### config.mk
export PLATFORM = sky130hd
export DESIGN_NAME = lpc_ram
export DESIGN_NICKNAME = d
export VERILOG_FILES = /design/src/rtl/core/lpc_ram.sv
export SDC_FILE = /design/constraint.sdc
export NUM_CORES = 1
export LEC_CHECK = 0
export BUFFER_PORTS_ARGS = -buffer_cell sky130_fd_sc_hd__buf_2
export CAP_MARGIN = 20
export CORE_MARGIN = 4
export CORE_UTILIZATION = 55
export CTS_CLUSTER_SIZE = 14
export DETAILED_ROUTE_END_ITERATION = 6
export PLACE_DENSITY = 0.81
export SLEW_MARGIN = 0
export SYNTH_ARGS = -nofsm -noshare
export SYNTH_HDL_FRONTEND = slang
export SYNTH_SLANG_ARGS = --single-unit
### constraint.sdc
create_clock -name clk -period 3.49 [get_ports clk]
set_input_delay 0.5235 -clock clk [delete_from_list [all_inputs] [get_ports clk]]
set_output_delay 0.5235 -clock clk [all_outputs]
set_load 0.05 [all_outputs]
### src/rtl/core/lpc_ram.sv
module lpc_ram #(
  parameter int unsigned Width = 16,
  parameter int unsigned Depth = 16
) (
  input  logic                     clk,
  input  logic                     we,
  input  logic [$clog2(Depth)-1:0] waddr,
  input  logic [Width-1:0]         wdata,
  input  logic [$clog2(Depth)-1:0] raddr,
  output logic [Width-1:0]         rdata
);
  logic [Width-1:0] mem [Depth];

  always_ff @(posedge clk) begin
    if (we) begin
      mem[waddr] <= wdata;
    end
    rdata <= mem[raddr];
  end
endmodule

Word-level counts from Yosys, hierarchy flattened --
Memory sizes are Yosys's and may differ from the RTL's. A register that Yosys moved wholly into a read port is not among the register bits. Cells that the tools add are included.
Word-level totals: flip-flop bits (word level) 0, latch bits 0, bits in writable memories 256, bits in read-only memories 0, input port bits 26, output and inout port bits 16, word-level logic and storage cells 3, memories kept 1
Memory list:
- mem | words 16, bits a word 16, rd ports 1, clocked after Yosys merged registers in 1, wr ports 1, line 12 | logic [Width-1:0] mem [Depth];
Cells by class: add/subtract/negate cells 0, multiply operators 0, divide/modulo/power cells 0, order comparisons 0, equality and inequality tests 0, shifts and indexed selects 0, multiplexer cells 2, bitwise gates (word level) 0, reductions and logical operators 0
Operators with widths (number):
- $mux W1 | 2

Depth between registers and ports, before layout --
depth after elaboration 2, mapped depth 5, gate-level depth less buffers 3

Worst setup path before layout --
OpenSTA, ideal clock, no wires.
path kind input to register, start point input waddr[2], end point memory mem[0][0], enable pin, setup time 409 ps, arrival time 2169 ps, data required time 3081 ps, path slack 911 ps, cell stages on the path 2, path buffers 0, cells stage by stage or3b_2 > nor3_1
RTL lines:
- from (decl) | line 7 | input logic [$clog2(Depth)-1:0] waddr,
- to (decl) | line 12
Straight into the memory's write port.

==> out/results.md <==
| Quantity | Reported | Unit |
| --- | --- | --- |
| Post-CTS setup-driven buffer insertion count | 0 | - |
| Post-route cell area | 11500 | um2 |
| Placed cell area | 10700 | um2 |
| Final hold violations | 0 | - |
| First-pass detailed-route iteration total | 5 | - |
| Leakage dissipation | 3.81 | nW |
| Result of the run | complete, no violations | - |
| Maximum number of pins on one net before global-route repair | 37 | - |
| Cell types occupying the most area after synthesis | edfxtp_1 77%, mux4_2 12%, dfxtp_1 3.2% | - |
| Core Util, Final | 64.3 | % |
| Average wire per cell in the routed design | 26.6 | um |
| Fin crit period | 1920 | ps |
| Placer Congestion | 0.766 | - |
| Hold crit path type | in -> reg | - |
| Number of cells produced by synthesis | 432 | - |
| Overall die height | 143 | um |
| Via count of the first global-routing pass | 4853 | - |
| Clock tree from TritonCTS | built | - |
| Uppermost routed layer | met4 | - |
| Sequential cell area in the final layout | 8010 | um2 |
| Vias per Instance | 6.21 | - |
| X dimension of the die | 143 | um |
| Number of buffers and inverters on the critical path | 2 | - |
| Area of combinational cells with multiple inputs | 1960 | um2 |
| Total of max-cap violations | 0 | - |
| Crit-path cells | buf_4 -> buf_12 -> mux4_2 -> a22oi_1 -> nand2_1 | - |
| Critical path's slowest cell | mux4_2 | - |
| Post-Route Skew | 8.21 | ps |
| Commonest non-fill, non-tap cell in the layout | edfxtp_1 | - |
| Required time of the worst setup path | 3890 | ps |
| Routed length on met3 | 1300 | um |
| Unrepaired setup endpoints after global routing | false | - |
| Number of fill cells in the layout | 1130 | - |
| P&R area growth vs syn | 14.9 | % |
| Sequential element share of the synthesized area | 79.7 | % |
| # rows | 49 | - |
| I/O pin count | 42 | - |
| TritonCTS buffer count | 26 | - |
| Critical Path End Type | flip-flop | - |
| Aggregate routed wire length | 20100 | um |
| Worst reg2reg path depth | 3 | - |
| Metal2 WL | 10400 | um |
| Remaining antenna violation count after routing | 0 | - |
| Number of library cell types mapped by synthesis | 19 | - |
| Clock Sinks | 272 | - |
| Layout cells sized above 1 | 33.4 | % |
| Synthesized area | 10000 | um2 |
| Number of antenna violations at the first check in global routing | 0 | - |
| Clk pin slew, worst setup/hold paths | 60 | ps |
| Top-area cell type share of the netlist area | 76.5 | % |
| Residual overflow from global routing | 0 | - |
| Total number of cells along the worst setup path | 5 | - |
| Root buffer cell | clkbuf_16 | - |
| Max Clock Freq | 521 | MHz |
| Count of state elements after synthesis | 272 | - |
| Cell area power density | 597 | nW/um2 |
| Number of warnings reported in the yosys synthesis log | 0 | - |
| Remaining max-slew budget at the tightest pin | 34.0 | % |
| Critical path's largest stage delay | 530 | ps |
| DRT iter0 DRCs | 557 | - |
| CP max FO | 36 | - |
| Core outline area | 18000 | um2 |
| Power Total | 0.00689 | W |
| Wire length of the first global-routing pass | 30300 | um |
| Clock Path Buffers | 3 | - |
| Effective utilization at floorplan | 55.9 | % |
| Maximum ir drop on the vdd rail | 0.000571 | V |
| Instance count along the most critical hold path | 1 | - |
| Category of the most critical setup path | in -> reg | - |
| Arrival @ worst endpoint | 2320 | ps |
| Filler-free cell count of the finished design | 753 | - |
| Gate family responsible for the most delay along the worst path | buffers and inverters | - |
| Commonest non-fill, non-tap cells in the layout | 256 x edfxtp_1, 54 x mux4_2, 40 x buf_2, 32 x a22oi_1, 27 x clkbuf_16 | - |
| Max Transition Viols Final | 0 | - |
| Number of nets in the finished design | 530 | - |
| Post-synth net total | 458 | - |
| Number of I/O port buffers | 41 | - |
| Die area | 20500 | um2 |
| Wire length the detailed router placed on met1 | 7720 | um |
| DRC violations left | 0 | - |
| Antenna Diode Count | 0 | - |
| Global Route Usage Sum | 20.4 | % |
| Type of element launching the critical path | input pin | - |
| H-tree levels | 1 | - |
| Clk_lat worst skew | 520 | ps |
| Cts-stage hold buffer count | 0 | - |
| Via count of the routed design | 4677 | - |
| Slew @ Worst Pin | 989 | ps |
| Detail Placement HPWL | 11400 | um |
| Leading area contributor after synthesis | edfxtp_1 | - |
| Number of placed cells counting well taps | 705 | - |
| Final-report setup violation count | 0 | - |
| Fin crit share | 55.0 | % |
| Mean instance size in the synthesized netlist | 23.2 | um2 |
| Setup_tns | 0 | ps |
| Post-cts sizing count | 0 | - |
-- path summary, 6_finish.rpt --
check	start	endpoint	slack, ps
max reg2reg	mem[0][9]	rdata[9]	2110
max	raddr[0]	rdata[15]	1570
min	wdata[5]	mem[10][5]	370
min reg2reg	mem[14][2]	rdata[2]	670
-- worst reg2reg max path: stages (launching register included) --
cell and delay, ps:
edfxtp_1 410, mux4_2 490, a22oi_1 240, nand2_1 120
-- stage by stage --
stage	setup WS, ps	hold slack, ps
2_1_floorplan	911	622
3_3_place_gp	1100	645
5_1_grt	1440	363
4_1_cts	1540	352
6_report	1570	368
3_5_place_dp	1020	657
-- power by group --
part           switching, W  internal, W  leakage (nW)
Combinational      0.000255     0.000136         0.918
Clock               0.00109      0.00173         0.440
Sequential        0.0000219      0.00365          2.45
Total               0.00137      0.00552          3.81
-- logic make-up after synthesis --
group	share of synthesized area (%)
AND/OR/NAND/NOR	1.92
buffers and inverters	1.23
flip-flops	79.7
AO/OA/AOI/OAI	2.39
multiplexers	14.7
-- per-layer routing --
layer,GRT usage [%],vias to the layer above
li1,-,1980
met1,27.5,2459
met2,34.8,192
met3,3.08,46
met4,6.40,0
met5,0,-
-- state kept, by name, summed over array words and instances (netlist names) --
| signal | count |
|---|---|
| mem | 256 |
| rdata | 16 |
-- synth_stat cells --
| cell | count |
|---|---|
| edfxtp_1 | 256 |
| mux4_2 | 54 |
| a22oi_1 | 32 |
| nand2_1 | 17 |
| dfxtp_1 | 16 |
| nor2_1 | 13 |
| mux4_1 | 10 |
| clkbuf_1 | 8 |
| buf_6 | 4 |
| nor3_1 | 4 |
| buf_1 | 3 |
| buf_2 | 3 |
| buf_4 | 3 |
| nand2b_1 | 2 |
| nand3b_1 | 2 |
| nor2b_1 | 2 |
| and2_1 | 1 |
| nand3_1 | 1 |
| or3b_2 | 1 |
-- area by class of cell --
cell class                      instances  share of cell area [%]
Multi-Input combinational cell        139                    17.0
Clock inverter                          6                   0.683
Clock buffer                           42                    7.03
Sequential cell                       272                    69.4
Tap cell                              229                    2.48
Timing Repair Buffer                   65                    3.47
(Power assumes the default switching activity.)
