<file path="src/rtl/core/lpc_div.sv">
// Signed restoring divider: quotient of num / den truncated toward zero.
// num is 33-bit signed, den 17-bit positive. One quotient bit per cycle.
module lpc_div (
  input  logic               clk,
  input  logic               rst_n,
  input  logic               start,
  input  logic signed [32:0] num,
  input  logic        [16:0] den,
  output logic               busy,
  output logic signed [15:0] quo
);
  logic [32:0] mag_r, mag_nxt;
  logic [16:0] rem_r, rem_nxt;
  logic [16:0] den_r;
  logic        neg_r;
  logic [5:0]  cnt_r;
  logic [17:0] trial;
  logic [32:0] qmag;

  assign busy = (cnt_r != 6'd0);
  assign trial = {rem_r, mag_r[32]} - {1'b0, den_r};
  assign qmag = neg_r ? (33'd0 - mag_r) : mag_r;
  assign quo = qmag[15:0];

  always_comb begin
    rem_nxt = rem_r;
    mag_nxt = mag_r;
    if (!trial[17]) begin
      rem_nxt = trial[16:0];
      mag_nxt = {mag_r[31:0], 1'b1};
    end else begin
      rem_nxt = {rem_r[15:0], mag_r[32]};
      mag_nxt = {mag_r[31:0], 1'b0};
    end
  end

  always_ff @(posedge clk) begin
    if (!rst_n) begin
      cnt_r <= 6'd0;
    end else if (start) begin
      cnt_r <= 6'd33;
    end else if (busy) begin
      cnt_r <= cnt_r - 6'd1;
    end
    if (start) begin
      mag_r <= num[32] ? (33'd0 - num) : num;
      neg_r <= num[32];
      rem_r <= 17'd0;
      den_r <= den;
    end else if (busy) begin
      mag_r <= mag_nxt;
      rem_r <= rem_nxt;
    end
  end
endmodule

</file>
<file path="config.mk">
export PLATFORM = sky130hd
export DESIGN_NAME = lpc_div
export DESIGN_NICKNAME = d
export VERILOG_FILES = /design/src/rtl/core/lpc_div.sv
export SDC_FILE = /design/constraint.sdc
export NUM_CORES = 1
export LEC_CHECK = 0
export ABC_AREA = 1
export BUFFER_PORTS_ARGS = -buffer_cell sky130_fd_sc_hd__clkbuf_2
export CAP_MARGIN = 25
export CORE_AREA = 3 3 111 113
export CTS_BUF_LIST = sky130_fd_sc_hd__clkbuf_4
export DETAILED_ROUTE_END_ITERATION = 10
export DIE_AREA = 0 0 114 116
export GPL_ROUTABILITY_DRIVEN = 0
export PLACE_DENSITY = 0.69
export SLEW_MARGIN = 40
export SYNTH_ARGS = -nofsm -noshare
export SYNTH_HDL_FRONTEND = slang
export SYNTH_SLANG_ARGS = --single-unit
</file>
<file path="constraint.sdc">
create_clock -name clk -period 5.99 [get_ports clk]
set_input_delay 0.2995 -clock clk [delete_from_list [all_inputs] [get_ports clk]]
set_output_delay 0.2995 -clock clk [all_outputs]
set_load 0.01 [all_outputs]
</file>
Yosys cells after proc, flatten, opt, wreduce, memory -nomap -nowiden
Index checks and enable logic that the tools add are counted.

storage, ports and cells
  bits in registers = 74
  output and inout bits = 17
  word-level logic and storage cells = 22

operators by class
  add/subtract/negate cells = 4
  multiplexer cells = 8
  bitwise gates (word level) = 1
  reduce and logical (&&, ||, !) cells = 3

operator list
  cell                     count
  $mux W33                 3
  $sub A1 B33 Y33 const A  1
  $sub A18 B17 Y18         1
  $mux W17                 1
  $mux W16                 1
  $sub A1 B16 Y16 const A  1
  $mux W6                  2
  $reduce_bool A6 Y1       1
  $sub A6 B1 Y6 const B    1
  $reduce_bool A2 Y1       1
  $reduce_or A2 Y1         1
  $mux W1                  1
  $not A1 Y1               1

Depth between registers and ports, before layout
  word-level depth = 4
  mapped depth = 16
  mapped depth without buffers = 16

Least setup slack after synthesis
OpenSTA, ideal clock, no wires.

  path kind = flip-flop to flip-flop
  start point = register cnt_r[0]
  end point = register mag_r[0], enable pin
  library setup time = 0.391 ns
  data arrival time = 1.760 ns
  slack = 3.840 ns
  stages on the path, launching flop included = 9
  period minus slack after synthesis = 2.150 ns
  cell sequence = dfxtp_1 -> inv_1 -> ha_1 -> nand2_1 -> nor2_1 -> nand2_1 -> buf_2 -> inv_1 -> nand2_1

between the ends
  cells in the longest elaborated chain, start to end = 2

ends and longest elaborated chain
  item                                 RTL line  RTL
  from (decl)                          16        logic [5:0] cnt_r;
  from (signal assigned)               43        cnt_r <= cnt_r - 6'd1;
  $reduce_bool A6 Y1                   20        assign busy = (cnt_r != 6'd0);
  $reduce_bool A2 Y1 (no source line)  -
  to (signal assigned)                 46        mag_r <= num[32] ? (33'd0 - num) : num;
  to (signal assigned)                 51        mag_r <= mag_nxt;
  to (decl)                            12        logic [32:0] mag_r, mag_nxt;

Every way passes these cells.
A chain may end at the register's enable or synchronous reset.

Worst setup path after layout
  start point = register mag_r[0]
  end point = output port quo[14]

between the ends
  cells in the longest elaborated chain, start to end = 2

ends and longest elaborated chain
  item             RTL line  RTL
  $sub A1 B16 Y16  22        assign qmag = neg_r ? (33'd0 - mag_r) : mag_r;
  $mux W16         22
  to (decl)        10        output logic signed [15:0] quo

Every way passes these cells.

==> metrics.txt <==
diode count 0; crit path capture type output port; Starting Density 49.6%; WL/cell 12.6 µm; drt pass-1 iters 4; Tmin final 2630 ps; Yosys reg bits 74; GRT Residual Overflow 0; synth warn 0; Mapped Nets 873; via count 5125; total power 2.17 mW; Synth cell types 39; Final Skew 28.0 ps; Bufs on Longest Clock Path 2; crit path DAT 2330 ps; gr usage total 20.5%; Final #Nets 948; Avg Cell Area, Syn 7.10 µm²; ys async rst share 0%; P&R area growth vs syn 12.4%; final hold viol count 0; max incr delay on CP 410 ps; Max Cap Viol 0; unrepaired setup endpoints after global routing false; CTS H-tree lvls 3; chip height 116 µm; drt total wl 12900 µm; first-pass GRT wire length 22000 µm; Ports 70; Die X 114 µm; Post-synth EDFFs 51; Combinational Power Share 50.2%; initial DRC count 358; Reg-to-Reg Start cnt_r[0]; TritonCTS buffer count 9; Post-route DRC 0; post-synthesis adder-cell area fraction 4.77%; clock-pin slew on the worst setup and hold paths 120 ps; die area 0.0132 mm²; initial antenna violation count 0; post-synth top area cell edfxtp_1; Critical Path Start mag_r[0]; CP Max Fanout 3; XOR/XNOR share of the synthesized area 6.49%; WS Path Type reg2out; critical path required time 5690 ps; CTS tree done; main combinational cell family by area after synthesis simple AND/OR/NAND/NOR gates; Reg2Reg Setup Slack 3750 ps; net switching power of the design 0.968 mW; fmax 0.380 GHz; vias in the first global route 4780; CP most frequent cell inv_1; simple-gate portion of the synthesized area 35.9%; clock power share 15.0%; dominant cells by area after synthesis edfxtp_1 27%, nand2_1 14%, inv_1 8.1%, dfxtp_1 8.1%, nand3_1 6.1%; crit path to quo[14]; P_int 1.20 mW; Routed Antenna Nets 0; vias per cell 5.01; worst min-delay path class in2reg; worst path cell trace inv_1 -> ha_1 -> inv_1 -> nor4_1 -> nand4_1 -> nand2_1 -> o21ai_0 -> xor2_1 -> clkbuf_2; peak supply drop 0.255 mV; Max Slew Vio Count 0; post-synth top area share 27.0%; num rows 39; clk sink count 74; RR Endpoint mag_r[17]; Slew headroom 56.7%; status finished, final reports clean; Static Leak 3.28 nW; Total Neg Setup Slack 0 ps; register share of total power 34.8%; placed wire-length estimate 9510 µm; port bufs 69; Main synth FF type edfxtp_1; pwr/cell area 341 mW/mm²; mapped cell area 0.00567 mm²; endpoints failing setup 0; core area 0.0114 mm²; R2R cell count 9; Sw Share 44.6%; clock insertion delay at the later pin of the skew report 470 ps; slowest stage cell, crit path nor4_1; Seq/Total Area, Yosys 35.1%; root buffer cell clkbuf_4; post-synthesis compound-gate area fraction 6.73%; share of cells above drive strength 1 15.8%; type of origin of the critical path flip-flop; largest net degree at the start of global routing 59; Mapped Cells 799; Slew @ Worst Pin 649 ps; fin crit share 43.9%; post-synthesis mux area share 0%
==> sequential cells by signal, indices dropped and copies added (netlist names) <==
signal  count
cnt_r       6
neg_r       1
rem_r      17
mag_r      33
den_r      17
==> repair_timing <==
| item | 4_1_cts | 5_1_grt |
|---|---|---|
| hold buffers | 12 | 2 |
| gates resized for setup | 0 | 0 |
| endpoints found under the hold margin | 12 | 2 |
| setup buffers | 0 | 0 |
==> through the flow <==
stage	utilization [%]	worst slack (ps)	cells	hold WS, ps	cell area (µm²)
floorplan	-	3840	799	398	5670
global placement	53.3	3520	992	463	6090
detailed placement	53.3	3470	992	473	6090
CTS	55.6	3300	1020	0.320	6350
global route	55.8	3110	1022	0.443	6370
finish	55.8	3360	1022	38.4	6370
==> power by group through the flow <==
stage | Sequential, mW | Clock (mW) | Combinational [mW]
floorplan | 0.743 | 0 | 0.881
global placement | 0.767 | 0 | 1.07
detailed placement | 0.766 | 0 | 1.08
CTS | 0.756 | 0.335 | 1.09
global route | 0.771 | 0.355 | 1.26
finish | 0.756 | 0.325 | 1.09
==> synth_stat cells (3+ instances only) <==
library cell / count
inv_2: 6
nand2_4: 4
xnor2_1: 8
buf_6: 3
nor2_2: 4
clkbuf_1: 13
nand3_1: 69
or2_2: 6
dfxtp_1: 23
ha_1: 20
nor3_1: 12
o21ai_0: 35
nand4_1: 7
nand2_1: 207
edfxtp_1: 51
buf_4: 3
inv_1: 123
nand3_2: 24
nor2_1: 91
xor2_1: 34
a21oi_1: 19
nand3b_1: 4
a31oi_1: 11
==> placed cells by master (no fill, tap or decap), types with 11 or more instances in the layout <==
cell | netlist | routed
nand2_1 | 207 | 207
inv_1 | 123 | 123
nor2_1 | 91 | 91
nand3_1 | 69 | 69
clkbuf_2 | 0 | 69
edfxtp_1 | 51 | 51
o21ai_0 | 35 | 35
xor2_1 | 34 | 34
nand3_2 | 24 | 24
dfxtp_1 | 23 | 23
ha_1 | 20 | 20
a21oi_1 | 19 | 19
dlygate4sd3_1 | 0 | 14
nor3_1 | 12 | 12
a31oi_1 | 11 | 11
==> cells by family after synthesis <==
kind of cell               count (synthesis)
adders and majority gates                 21
and+or+nand+nor                          438
xor gates and xnor gates                  42
DFF                                       74
AOI/OAI and AO/OA                         71
buffers and inverters                    153
==> area by class of cell <==
| type | instances | area, µm² |
|---|---|---|
| Timing Repair Buffer | 87 | 515 |
| Inverter | 130 | 488 |
| Clock inverter | 7 | 75.1 |
| Clock buffer | 9 | 67.6 |
| Multi-Input combinational cell | 572 | 3060 |
| Sequential cell | 74 | 1990 |
| Fill cell | 1158 | 5050 |
| Tap cell | 143 | 179 |
==> critical path: cells and delay by family, from the launching register on <==
kind / cells / cell delay (ps)
and+or+nand+nor: 3 / 730
xor gates and xnor gates: 1 / 150
buffers and inverters: 3 / 330
DFF: 1 / 400
AOI/OAI and AO/OA: 1 / 110
adders and majority gates: 1 / 170
==> routing by layer <==
metal / global-route usage, % / share of wire [%]
met5: 0 / 0
met4: 4.59 / 0.80
met3: 5.01 / 4.7
met2: 34.7 / 47
met1: 26.6 / 47
==> worst min path at each step <==
stage / start / end / slack, ps / depth (start not counted)
floorplan: den[0] / den_r[0] / 400 / 0
global placement: cnt_r[3] / cnt_r[3] / 460 / 2
detailed placement: cnt_r[3] / cnt_r[3] / 470 / 2
CTS: den[4] / den_r[4] / 0.3 / 1
global route: den[2] / den_r[2] / 0.4 / 1
finish: den[0] / den_r[0] / 40 / 1
Note: power is estimated with default switching activity, not from simulation.
